`src/hdl/fsjb_pkg.sv`:
```
// Shared constants and types for the batch scheduler core.
package fsjb_pkg;

	localparam int MAX_JOBS_DEF = 64;
	localparam int TIME_W       = 16;
	localparam int TICK_W       = 23;
	localparam int IDX_OUT_W    = 6;
	localparam int IN_DATA_W    = 32;
	localparam int OUT_DATA_W   = 80;

	typedef enum logic {
		POLICY_FCFS = 1'b0,
		POLICY_SJF  = 1'b1
	} policy_t;

	typedef enum logic [2:0] {
		ST_LOAD,
		ST_SCAN,
		ST_START,
		ST_CALC,
		ST_TAT,
		ST_EMIT
	} state_t;

	typedef struct packed {
		logic clear;
		logic en;
	} pick_ctrl_t;

endpackage

```
`src/hdl/fsjb_cell.sv`:
```
// One job cell of the rotating job ring.
module fsjb_cell #(
	parameter int IDX_W = 6
) (
	input  logic                       clk,
	input  logic                       shift_en,
	input  logic                       d_done,
	input  logic [IDX_W-1:0]           d_idx,
	input  logic [fsjb_pkg::TIME_W-1:0] d_at,
	input  logic [fsjb_pkg::TIME_W-1:0] d_bt,
	output logic                       q_done,
	output logic [IDX_W-1:0]           q_idx,
	output logic [fsjb_pkg::TIME_W-1:0] q_at,
	output logic [fsjb_pkg::TIME_W-1:0] q_bt
);
	import fsjb_pkg::*;

	logic                done_q;
	logic [IDX_W-1:0]    idx_q;
	logic [TIME_W-1:0]   at_q;
	logic [TIME_W-1:0]   bt_q;

	always_ff @(posedge clk) begin
		if (shift_en) begin
			done_q <= d_done;
			idx_q  <= d_idx;
			at_q   <= d_at;
			bt_q   <= d_bt;
		end
	end

	assign q_done = done_q;
	assign q_idx  = idx_q;
	assign q_at   = at_q;
	assign q_bt   = bt_q;

endmodule

```
`src/hdl/fsjb_pick.sv`:
```
// Candidate tracker that compares each job leaving the ring head.
module fsjb_pick #(
	parameter int IDX_W = 6
) (
	input  logic                        clk,
	input  logic                        arst_n,
	input  fsjb_pkg::pick_ctrl_t        ctrl,
	input  logic [fsjb_pkg::TICK_W-1:0] tick,
	input  logic                        head_done,
	input  logic [IDX_W-1:0]            head_idx,
	input  logic [fsjb_pkg::TIME_W-1:0] head_at,
	input  logic [fsjb_pkg::TIME_W-1:0] head_bt,
	output logic                        b_found,
	output logic [IDX_W-1:0]            b_idx,
	output logic [fsjb_pkg::TIME_W-1:0] b_at,
	output logic [fsjb_pkg::TIME_W-1:0] b_bt,
	output logic [IDX_W-1:0]            m_idx,
	output logic [fsjb_pkg::TIME_W-1:0] m_at,
	output logic [fsjb_pkg::TIME_W-1:0] m_bt,
	output logic [IDX_W-1:0]            f_idx,
	output logic [fsjb_pkg::TIME_W-1:0] f_at,
	output logic [fsjb_pkg::TIME_W-1:0] f_bt
);
	import fsjb_pkg::*;

	logic              b_found_q, m_found_q, f_found_q;
	logic [IDX_W-1:0]  b_idx_q, m_idx_q, f_idx_q;
	logic [TIME_W-1:0] b_at_q, m_at_q, f_at_q;
	logic [TIME_W-1:0] b_bt_q, m_bt_q, f_bt_q;
	logic              elig, arrived, b_upd, m_upd, f_upd;

	// Shortest job: key is burst, then arrival, then index.
	// Earliest arrival: key is arrival, then burst, then index.
	// Load order: key is index alone.
	always_comb begin
		elig    = ctrl.en && !head_done;
		arrived = elig && ({{(TICK_W-TIME_W){1'b0}}, head_at} <= tick);
		b_upd   = arrived && (!b_found_q || head_bt < b_bt_q ||
			(head_bt == b_bt_q && (head_at < b_at_q ||
			(head_at == b_at_q && head_idx < b_idx_q))));
		m_upd   = elig && (!m_found_q || head_at < m_at_q ||
			(head_at == m_at_q && (head_bt < m_bt_q ||
			(head_bt == m_bt_q && head_idx < m_idx_q))));
		f_upd   = elig && (!f_found_q || head_idx < f_idx_q);
	end

	always_ff @(posedge clk or negedge arst_n) begin
		if (!arst_n) begin
			b_found_q <= 1'b0;
			m_found_q <= 1'b0;
			f_found_q <= 1'b0;
		end else if (ctrl.clear) begin
			b_found_q <= 1'b0;
			m_found_q <= 1'b0;
			f_found_q <= 1'b0;
		end else begin
			if (b_upd) b_found_q <= 1'b1;
			if (m_upd) m_found_q <= 1'b1;
			if (f_upd) f_found_q <= 1'b1;
		end
	end

	always_ff @(posedge clk) begin
		if (b_upd) begin
			b_idx_q <= head_idx;
			b_at_q  <= head_at;
			b_bt_q  <= head_bt;
		end
		if (m_upd) begin
			m_idx_q <= head_idx;
			m_at_q  <= head_at;
			m_bt_q  <= head_bt;
		end
		if (f_upd) begin
			f_idx_q <= head_idx;
			f_at_q  <= head_at;
			f_bt_q  <= head_bt;
		end
	end

	assign b_found = b_found_q;
	assign b_idx   = b_idx_q;
	assign b_at    = b_at_q;
	assign b_bt    = b_bt_q;
	assign m_idx   = m_idx_q;
	assign m_at    = m_at_q;
	assign m_bt    = m_bt_q;
	assign f_idx   = f_idx_q;
	assign f_at    = f_at_q;
	assign f_bt    = f_bt_q;

endmodule

```
`src/hdl/fcfs_sjf_batch_scheduler_core.sv`:
```
// Loading takes one input beat per cycle; a full ring holds MAX_JOBS jobs and drops the rest.
// After the beat with tlast, each result needs one full ring rotation to find the next job,
// then the START, CALC and TAT states to select and reckon it, and EMIT, which waits for a free output register.
// A finished result waits in the output register while the next rotation runs.
// Reset clears the control state, the job count and the policy (first come first served);
// the job ring itself is not cleared.
module fcfs_sjf_batch_scheduler_core #(
	parameter int MAX_JOBS = fsjb_pkg::MAX_JOBS_DEF
) (
	input  logic                            clk,
	input  logic                            arst_n,
	input  logic                            cfg_we,
	input  logic                            cfg_wdata,    // policy_mode
	input  logic                            s_tvalid,
	output logic                            s_tready,
	input  logic [fsjb_pkg::IN_DATA_W-1:0]  s_tdata,      // arrival_time, burst_time
	input  logic                            s_tlast,      // last_process
	output logic                            m_tvalid,
	input  logic                            m_tready,
	// proc_index, idle_before, completion_time, turnaround_time, waiting_time, zero fill
	output logic [fsjb_pkg::OUT_DATA_W-1:0] m_tdata,
	output logic                            m_tlast       // last_result
);
	import fsjb_pkg::*;

	localparam int IDX_W = $clog2(MAX_JOBS);
	localparam int CNT_W = $clog2(MAX_JOBS + 1);

	state_t            state_q, state_d;
	policy_t           policy_q;
	logic [CNT_W-1:0]  count_q, k_q;
	logic [IDX_W-1:0]  pos_q, pend_idx_q, sel_idx_q;
	logic              pend_v_q, idle_q;
	logic [TICK_W-1:0] tick_q, tat_q;
	logic [TIME_W-1:0] sel_at_q, sel_bt_q;

	logic              m_tvalid_q, m_tlast_q;
	logic [OUT_DATA_W-1:0] m_tdata_q;

	logic              cell_done [MAX_JOBS];
	logic [IDX_W-1:0]  cell_idx  [MAX_JOBS];
	logic [TIME_W-1:0] cell_at   [MAX_JOBS];
	logic [TIME_W-1:0] cell_bt   [MAX_JOBS];

	logic              feed_done;
	logic [IDX_W-1:0]  feed_idx;
	logic [TIME_W-1:0] feed_at, feed_bt;
	logic              head_done, shift_en, in_acc, full, pos_valid, out_free;
	logic              is_last, emit_fire, batch_start;
	pick_ctrl_t        pick_ctrl;

	logic              b_found;
	logic [IDX_W-1:0]  b_idx, m_idx, f_idx;
	logic [TIME_W-1:0] b_at, b_bt, m_at, m_bt, f_at, f_bt;

	logic [TICK_W:0]   sum;
	logic [TICK_W-1:0] t_sat, at_ext, bt_ext, wt;

	assign s_tready    = (state_q == ST_LOAD);
	assign in_acc      = s_tvalid && s_tready;
	assign full        = (count_q == CNT_W'(MAX_JOBS));
	assign pos_valid   = (CNT_W'(pos_q) < count_q);
	assign out_free    = !m_tvalid_q || m_tready;
	assign is_last     = (k_q == count_q - CNT_W'(1));
	assign emit_fire   = (state_q == ST_EMIT) && out_free;
	assign batch_start = in_acc && s_tlast;
	assign shift_en    = (in_acc && !full) || (state_q == ST_SCAN);

	// The job that just ran is marked done as it passes the ring head.
	assign head_done = cell_done[MAX_JOBS-1] ||
		(pend_v_q && cell_idx[MAX_JOBS-1] == pend_idx_q);

	always_comb begin
		if (state_q == ST_LOAD) begin
			feed_done = 1'b0;
			feed_idx  = count_q[IDX_W-1:0];
			feed_at   = s_tdata[TIME_W-1:0];
			feed_bt   = s_tdata[2*TIME_W-1:TIME_W];
		end else begin
			feed_done = head_done;
			feed_idx  = cell_idx[MAX_JOBS-1];
			feed_at   = cell_at[MAX_JOBS-1];
			feed_bt   = cell_bt[MAX_JOBS-1];
		end
	end

	for (genvar i = 0; i < MAX_JOBS; i++) begin : g_ring
		if (i == 0) begin : g_first
			fsjb_cell #(.IDX_W(IDX_W)) u_cell (
				.clk(clk), .shift_en(shift_en),
				.d_done(feed_done), .d_idx(feed_idx), .d_at(feed_at), .d_bt(feed_bt),
				.q_done(cell_done[i]), .q_idx(cell_idx[i]), .q_at(cell_at[i]),
				.q_bt(cell_bt[i])
			);
		end else begin : g_next
			fsjb_cell #(.IDX_W(IDX_W)) u_cell (
				.clk(clk), .shift_en(shift_en),
				.d_done(cell_done[i-1]), .d_idx(cell_idx[i-1]), .d_at(cell_at[i-1]),
				.d_bt(cell_bt[i-1]),
				.q_done(cell_done[i]), .q_idx(cell_idx[i]), .q_at(cell_at[i]),
				.q_bt(cell_bt[i])
			);
		end
	end

	assign pick_ctrl.clear = batch_start || (emit_fire && !is_last);
	assign pick_ctrl.en    = (state_q == ST_SCAN) && pos_valid;

	fsjb_pick #(.IDX_W(IDX_W)) u_pick (
		.clk(clk), .arst_n(arst_n), .ctrl(pick_ctrl), .tick(tick_q),
		.head_done(head_done), .head_idx(cell_idx[MAX_JOBS-1]),
		.head_at(cell_at[MAX_JOBS-1]), .head_bt(cell_bt[MAX_JOBS-1]),
		.b_found(b_found), .b_idx(b_idx), .b_at(b_at), .b_bt(b_bt),
		.m_idx(m_idx), .m_at(m_at), .m_bt(m_bt),
		.f_idx(f_idx), .f_at(f_at), .f_bt(f_bt)
	);

	assign at_ext = {{(TICK_W-TIME_W){1'b0}}, sel_at_q};
	assign bt_ext = {{(TICK_W-TIME_W){1'b0}}, sel_bt_q};
	assign sum    = {1'b0, tick_q} + {{(TICK_W+1-TIME_W){1'b0}}, sel_bt_q};
	assign t_sat  = sum[TICK_W] ? {TICK_W{1'b1}} : sum[TICK_W-1:0];
	assign wt     = (tat_q >= bt_ext) ? tat_q - bt_ext : '0;

	always_ff @(posedge clk or negedge arst_n) begin
		if (!arst_n) begin
			state_q <= ST_LOAD;
		end else begin
			state_q <= state_d;
		end
	end

	always_comb begin
		state_d = state_q;
		case (state_q)
			ST_LOAD:  if (batch_start) state_d = ST_SCAN;
			ST_SCAN:  if (pos_q == '0) state_d = ST_START;
			ST_START: state_d = ST_CALC;
			ST_CALC:  state_d = ST_TAT;
			ST_TAT:   state_d = ST_EMIT;
			ST_EMIT: begin
				if (out_free) state_d = is_last ? ST_LOAD : ST_SCAN;
			end
			default:  state_d = ST_LOAD;
		endcase
	end

	always_ff @(posedge clk or negedge arst_n) begin
		if (!arst_n) begin
			policy_q   <= POLICY_FCFS;
			count_q    <= '0;
			k_q        <= '0;
			pos_q      <= '0;
			pend_v_q   <= 1'b0;
			pend_idx_q <= '0;
			tick_q     <= '0;
			m_tvalid_q <= 1'b0;
		end else begin
			if (cfg_we) policy_q <= policy_t'(cfg_wdata);
			if (in_acc && !full) count_q <= count_q + CNT_W'(1);
			if (batch_start) begin
				tick_q   <= '0;
				k_q      <= '0;
				pend_v_q <= 1'b0;
				pos_q    <= IDX_W'(MAX_JOBS - 1);
			end
			if (state_q == ST_SCAN) pos_q <= pos_q - IDX_W'(1);
			if (state_q == ST_START) begin
				if (policy_q == POLICY_FCFS) begin
					if ({{(TICK_W-TIME_W){1'b0}}, f_at} > tick_q) begin
						tick_q <= {{(TICK_W-TIME_W){1'b0}}, f_at};
					end
				end else if (!b_found) begin
					tick_q <= {{(TICK_W-TIME_W){1'b0}}, m_at};
				end
			end
			if (state_q == ST_CALC) tick_q <= t_sat;
			if (emit_fire) begin
				m_tvalid_q <= 1'b1;
				pend_v_q   <= 1'b1;
				pend_idx_q <= sel_idx_q;
				k_q        <= k_q + CNT_W'(1);
				pos_q      <= IDX_W'(MAX_JOBS - 1);
				if (is_last) count_q <= '0;
			end else if (m_tready) begin
				m_tvalid_q <= 1'b0;
			end
		end
	end

	always_ff @(posedge clk) begin
		if (state_q == ST_START) begin
			if (policy_q == POLICY_FCFS) begin
				sel_idx_q <= f_idx;
				sel_at_q  <= f_at;
				sel_bt_q  <= f_bt;
				idle_q    <= ({{(TICK_W-TIME_W){1'b0}}, f_at} > tick_q);
			end else if (b_found) begin
				sel_idx_q <= b_idx;
				sel_at_q  <= b_at;
				sel_bt_q  <= b_bt;
				idle_q    <= 1'b0;
			end else begin
				sel_idx_q <= m_idx;
				sel_at_q  <= m_at;
				sel_bt_q  <= m_bt;
				idle_q    <= 1'b1;
			end
		end
		if (state_q == ST_TAT) begin
			tat_q <= (tick_q >= at_ext) ? tick_q - at_ext : '0;
		end
		if (emit_fire) begin
			m_tdata_q <= {
				{(OUT_DATA_W-IDX_OUT_W-1-3*TICK_W){1'b0}},
				wt, tat_q, tick_q, idle_q, IDX_OUT_W'(sel_idx_q)
			};
			m_tlast_q <= is_last;
		end
	end

	assign m_tvalid = m_tvalid_q;
	assign m_tdata  = m_tdata_q;
	assign m_tlast  = m_tlast_q;

endmodule

```
`config.mk`:
```
export PLATFORM = sky130hd
export DESIGN_NAME = fcfs_sjf_batch_scheduler_core
export DESIGN_NICKNAME = d
export VERILOG_FILES = /design/src/hdl/fsjb_pkg.sv /design/src/hdl/fsjb_cell.sv /design/src/hdl/fsjb_pick.sv /design/src/hdl/fcfs_sjf_batch_scheduler_core.sv
export SDC_FILE = /design/constraint.sdc
export NUM_CORES = 2
export LEC_CHECK = 0
export ABC_AREA = 1
export BUFFER_PORTS_ARGS = -buffer_cell sky130_fd_sc_hd__buf_2
export CAP_MARGIN = 10
export CORE_UTILIZATION = 25
export DETAILED_ROUTE_END_ITERATION = 12
export GPL_ROUTABILITY_DRIVEN = 0
export GPL_TIMING_DRIVEN = 0
export MAX_ROUTING_LAYER = met4
export SLEW_MARGIN = 20
export SYNTH_ARGS = -nofsm -noshare
export SYNTH_HDL_FRONTEND = slang
export SYNTH_SLANG_ARGS = --single-unit
```
`constraint.sdc`:
```
create_clock -name clk -period 70 [get_ports clk]
set_input_delay 10.5 -clock clk [delete_from_list [all_inputs] [get_ports clk]]
set_output_delay 10.5 -clock clk [all_outputs]
set_load 0.01 [all_outputs]
```
# == Word-level counts from Yosys, hierarchy flattened ==
# Index checks and enable logic that the tools add are counted.
# totals
reg_bits,2807
in_bits,39
output_inout_bits,83
elab_cells,403
# op_classes
n_addsub,7
n_lt_le_gt_ge,12
n_eq_ne,15
n_mux,41
reduce_logical,43
# op_table
operator,count
$mux 23,7
$mux 16,6
$eq 16x16->1,4
$lt 16x16->1,4
$ge 23x16->1,2
$sub 23x16->23,2
$mux 6,6
$mux 7,5
$add 23x16->24,1
$gt 16x23->1,1
$le 16x23->1,1
$lt 6x6->1,3
$pmux 3 s6,1
$logic_and 1x1->1,16
$add 7x1->7 const B,2
$mux 1,13
$logic_or 1x1->1,11
$reduce_bool 2->1,5
$mux 3,3
$eq 7x7->1,1
$eq 7x7->1 const B,1
$logic_not 1->1,7
$lt 6x7->1,1
$sub 7x1->7 const B,1
11 further kinds,14

# == Logic depth before layout (Yosys ltp) ==
# depth
word_depth,9
ltp_mapped,18
mapped_depth_nobuf,17

# == Cells and area by module ==
# From an unflattened synthesis, not the netlist that was laid out.
# hier_totals
hier_cells,4683
area_unflattened_um2,94002.7
# by_module_without_submodules
mod,instances,cells_each,area_per_inst_um2,seq_area_each_um2
fsjb_cell,64,39,1171.1,1171.1
fcfs_sjf_batch_scheduler_core,1,1629,12871.1,5550.3
fsjb_pick,1,558,6179.7,3498.4

# == Worst setup path after synthesis ==
# Ideal clock, no wire load.
# synth_timing
path_type,input to register
start,input port s_tvalid
end,"register g_ring[0].g_first.u_cell.at_q[0], enable pin"
setup_time_ns,16.948
t_arrival_ns,50.652
required_time_ns,53.052
slack_ns,2.399
cell_stages,4
path_buffers,0
path_cell_list,inv_1 > nor2_1 > nand2_1 > nand2_1
# synth_via
elab_chain_len,3
# synth_rtl
item,line,source
start: declaration,fcfs_sjf_batch_scheduler_core.sv:14,"input logic s_tvalid,"
$logic_and 1x1->1,fcfs_sjf_batch_scheduler_core.sv:60,assign in_acc = s_tvalid && s_tready;
$logic_and 1x1->1,fcfs_sjf_batch_scheduler_core.sv:67,assign shift_en = (in_acc && !full) || (state_q == ST_SCAN);
$logic_or 1x1->1,fcfs_sjf_batch_scheduler_core.sv:67,
net g_ring[0].g_first.u_cell.shift_en,fsjb_cell.sv:6,"input logic shift_en,"
end signal: assignment,fsjb_cell.sv:27,at_q <= d_at;
end: declaration,fsjb_cell.sv:20,logic [TIME_W-1:0] at_q;
# The timed path passes the listed nets, and every way through them passes these cells.
# A chain may end at the register's enable or synchronous reset.

# == Worst setup path in the final report ==
# layout_timing
start,input port s_tvalid
end,"register g_ring[1].g_next.u_cell.bt_q[12], enable pin"
# layout_via
elab_chain_len,3
# layout_rtl
item,line,source
$logic_and 1x1->1,fcfs_sjf_batch_scheduler_core.sv:60,
$logic_and 1x1->1,fcfs_sjf_batch_scheduler_core.sv:67,
$logic_or 1x1->1,fcfs_sjf_batch_scheduler_core.sv:67,
net g_ring[0].g_first.u_cell.shift_en,fsjb_cell.sv:6,
end signal: assignment,fsjb_cell.sv:28,bt_q <= d_bt;
end: declaration,fsjb_cell.sv:21,logic [TIME_W-1:0] bt_q;
# The timed path passes the listed nets, and every way through them passes these cells.

==> run_results.csv <==
group,metric,value,unit
status,status,"complete, but fails checks",
status,violations,"DRC",
finish,n_fill_cell,35700,
pwr,p_leak,38.6,nW
synth,avgSynthCellArea,20.5,um^2
pwr,combinationalPowerShare,18.8,%
routing,dr.pass1.iters,10,
clock_tree,cts.sinks,2807,
worst_setup_path,path_cells,"buf_2 > inv_1 > nor2_1 > nand2_1 > nand2_4 > buf_12 > buf_16 > buf_12 > buf_16 > buf_16 > buf_16 > buf_16 > buf_16 > buf_12 > buf_16 > buf_16 > buf_16 > buf_16 > buf_16 > buf_16 > buf_12",
global_routing,track_usage,8.49,%
worst_setup_path,path_delay_family,"buffers and inverters",
worst_setup_path,crit_type,"in2reg",
global_routing,antenna_found_initial,12,
die,core,372000,um^2
routing,drtIter0Drc,3717,
global_routing,grt_pass1_vias,40000,
routing,drcViolationCount,26,
clock_tree,cts.clk_slew.worst_paths,60,ps
worst_setup_path,arrival,16870,ps
sta,timing.fmax,61.3,MHz
sta,min_period_over_period,23.3,%
worst_hold_path,hp-class,"reg2reg",
placed_design,dpl.hpwl,98000,um
clock_tree,clockBufferDepth,4,
worst_setup_path,crit_path_frequent_cell,"buf_16",
die,num_rows,224,
worst_setup_path,critical_path_required,70540,ps
worst_setup_path,cp_slowest_stage_delay,490,ps
placed_design,io_buffer_count,117,
pwr,p_sw_share,28.4,%
finish,final_nets,5234,
die,die_w,614,um
die,start_util,25.1,%
routing,drtAntennaViolNets,0,
synth,synth_area,93600,um^2
pwr,p_int,4.40,mW
sta,maxSlewHeadroom,37.0,%
clock_tree,cts_buffers,287,
sta,setup_viol,0,
clock_tree,post_cts_resized,0,
sta,hold_violations,0,
sta,setup_total_negative_slack,0,ps
finish,multi_input_comb_area,8330,um^2
routing,via_count,39800,
die,design.die.area,377000,um^2
clock_tree,cts_tree,"built",
synth,syn_inst,4562,
synth,ys_seq_elements,2807,
pwr,switchingPower,1.74,mW
routing,wl_per_cell,15.3,um
routing,via_per_inst,3.90,
finish,finish.utilization,29.8,%
synth,yosysSeqAreaShare,89.7,%
sta,finalCriticalPeriod,16320,ps
routing,drt-total-wl,156000,um
synth,ys_types,59,
clock_tree,clkLatencyLatePin,920,ps
pwr,seq_power_share,57.3,%
worst_setup_path,crit_path_max_fanout,63,
finish,drive_gt1_share,12.6,%
global_routing,grt_start_max_net_pins,66,
clock_tree,root_buffer,"clkbuf_16",
sta,fin_skew,57.1,ps
global_routing,grt.overflow.total,0,
finish,register_area,84000,um^2
die,io_pins,122,
worst_setup_path,path_buf_inv,18,
clock_tree,postCtsHoldBufs,0,
job,cap_violations,0,
sta,tightest_slew,945,ps
clock_tree,h-tree-depth,5,
worst_setup_path,end_kind,"flip-flop",
finish,areaGrowthSynthToFinish,18.3,%
pwr,power.density,55.4,nW/um^2
pwr,ir_drop,0.0328,mV
die,die_y,614,um
sta,rsz0062_at_grt,"no",
clock_tree,cts_setup_buffers,0,
synth,ys_warn_count,0,
pwr,clkPwrFrac,23.9,%
worst_setup_path,startpoint_type,"input pin",
worst_setup_path,cp_slowest_cell,"nand2_4",
global_routing,grt_pass1_wl,241000,um
sta,maxSlewViolCount,0,
[cell usage in the layout, fill, tap and decap left out, types with 8 or more instances in the layout]
cell type and instances:
or2_2 8, buf_16 40, inv_2 15, xnor2_1 17, dfrtp_1 58, inv_1 288, nand2_1 545, xor2_1 42
buf_2 125, clkbuf_16 293, nand4_1 29, ha_1 170, clkinv_1 49, clkinv_2 57, a21oi_1 132, nor2_1 116
o211ai_1 10, clkinvlp_4 11, nand2_2 13, inv_6 10, o21ai_0 82, buf_12 11, a21o_1 8, nand3_1 73
bufinv_16 28, nor2_2 19, o221ai_1 47, edfxtp_1 2749, nor3_1 16, clkbuf_1 56
[layer usage]
layer	global-route usage, %	vias up	share of wire, %
met5	-	-	0
met1	11.3	19900	46
li1	-	18200	-
met4	3.45	0	3.7
met3	1.78	466	5.2
met2	12.6	1166	45
[synthesized netlist by cell type, drive strengths merged]
| cell | count | share of area (%) |
|---|---|---|
| xnor2 | 17 | 0.16 |
| clkbuf | 20 | 0.080 |
| o21a | 7 | 0.056 |
| o22ai | 2 | 0.013 |
| nor4 | 3 | 0.020 |
| buf | 24 | 0.15 |
| nand3b | 4 | 0.032 |
| a2111oi | 1 | 0.0094 |
| a22oi | 2 | 0.016 |
| conb | 1 | 0.0040 |
| a311oi | 4 | 0.037 |
| a21boi | 5 | 0.040 |
| nand2b | 1 | 0.0067 |
| fa | 3 | 0.064 |
| nand4 | 30 | 0.22 |
| nand3 | 74 | 0.40 |
| a22o | 2 | 0.019 |
| o211ai | 10 | 0.080 |
| clkinv | 1 | 0.0040 |
| a21o | 8 | 0.064 |
| xor2 | 42 | 0.39 |
| or3 | 1 | 0.0067 |
| o21bai | 2 | 0.016 |
| dfrtp | 58 | 1.6 |
| o221ai | 47 | 0.44 |
| or2 | 9 | 0.060 |
| a31oi | 2 | 0.013 |
| nand2 | 562 | 2.3 |
| nor3 | 16 | 0.086 |
| o21ai | 90 | 0.49 |
| a211oi | 1 | 0.0080 |
| o311ai | 3 | 0.028 |
| nor3b | 4 | 0.037 |
| o31ai | 3 | 0.024 |
| mux2i | 1 | 0.011 |
| and2 | 1 | 0.0067 |
| a21oi | 134 | 0.72 |
| o2111ai | 4 | 0.044 |
| inv | 303 | 1.2 |
| edfxtp | 2749 | 88 |
| and3 | 1 | 0.0067 |
| nor2 | 140 | 0.64 |
| ha | 170 | 2.3 |
[cells by family (layout without fill, tap and decap cells)]
| logic type | after synthesis | after routing | share of synthesized area, % |
|---|---|---|---|
| multiplexers | 1 | 1 | 0.0107 |
| other | 1 | 9 | 0.00400 |
| flip-flops | 2807 | 2807 | 89.7 |
| AND/OR/NAND/NOR | 846 | 846 | 3.83 |
| AO/OA/AOI/OAI | 327 | 327 | 2.11 |
| XOR/XNOR | 59 | 59 | 0.552 |
| adder cells (fa/ha/maj) | 173 | 173 | 2.34 |
| buffers and inverters | 348 | 1004 | 1.45 |
[per-stage QoR]
step / worst slack, ps / std cells / instance area, um^2 / total power [mW] / hold slack (ps)
after floorplan: 2400 / 4565 / 93600 / 6.04 / 400
after global placement: -14530 / 9654 / 100000 / 6.04 / 403
after detailed placement: 52670 / 9705 / 102000 / 4.71 / 405
after CTS: 53640 / 10200 / 111000 / 6.23 / 365
after global routing: 53240 / 10200 / 111000 / 6.47 / 373
final: 53680 / 10200 / 111000 / 6.14 / 363
[worst register-to-register path: cells and delay by family, from the launching register on]
family	cells	cell delay [ps]
and+or+nand+nor	4	1560
buffers and inverters	17	5190
DFF	1	400
[sequential cells by signal, summed over array words and instances, names as in the netlist, 7 cells and up]
name	flops
count_q	7
g_ring.g_first.u_cell.q_at	16
g_ring.g_first.u_cell.q_bt	16
g_ring.g_next.u_cell.q_at	1008
g_ring.g_next.u_cell.q_bt	1008
g_ring.g_next.u_cell.q_done	63
g_ring.g_next.u_cell.q_idx	378
k_q	7
m_tdata	76
sel_at_q	16
sel_bt_q	16
tat_q	23
tick_q	23
u_pick.b_at	16
u_pick.b_bt	16
u_pick.f_at	16
u_pick.f_bt	16
u_pick.m_at	16
u_pick.m_bt	16
[area by class of cell]
| cell class | count | area share [%] |
|---|---|---|
| Antenna cell | 5 | 0.0113 |
| Buffer | 44 | 0.204 |
| Inverter | 304 | 1.03 |
| Multi-Input combinational cell | 1410 | 7.52 |
| Tap cell | 4972 | 5.61 |
| Clock inverter | 156 | 1.35 |
| Clock buffer | 332 | 6.75 |
| Sequential cell | 2807 | 75.8 |
| Timing Repair Buffer | 168 | 1.72 |
[power by group through the flow]
stage / clock [mW] / combinational, mW / sequential, mW
floorplan: 0 / 0.595 / 5.44
global placement: 0 / 0.750 / 5.29
detailed placement: 0 / 1.16 / 3.55
CTS: 1.52 / 1.16 / 3.55
global route: 1.58 / 1.27 / 3.63
finish: 1.47 / 1.15 / 3.52
[final timing paths]
kind	startpoint	to	slack, ps	depth (start not counted)
worst max-delay path	s_tvalid	g_ring[1].g_next.u_cell.q_bt[12]	53680	21
worst min-delay path	g_ring[23].g_next.u_cell.q_idx[5]	g_ring[24].g_next.u_cell.q_idx[5]	360	0
worst max register to register	state_q[2]	g_ring[1].g_next.u_cell.q_bt[12]	62420	21
worst min register to register	g_ring[23].g_next.u_cell.q_idx[5]	g_ring[24].g_next.u_cell.q_idx[5]	360	0
max in group asynchronous	arst_n	state_q[0]	59980	2
min in group asynchronous	arst_n	k_q[6]	9460	1
Note: power is estimated with default switching activity, not from simulation.
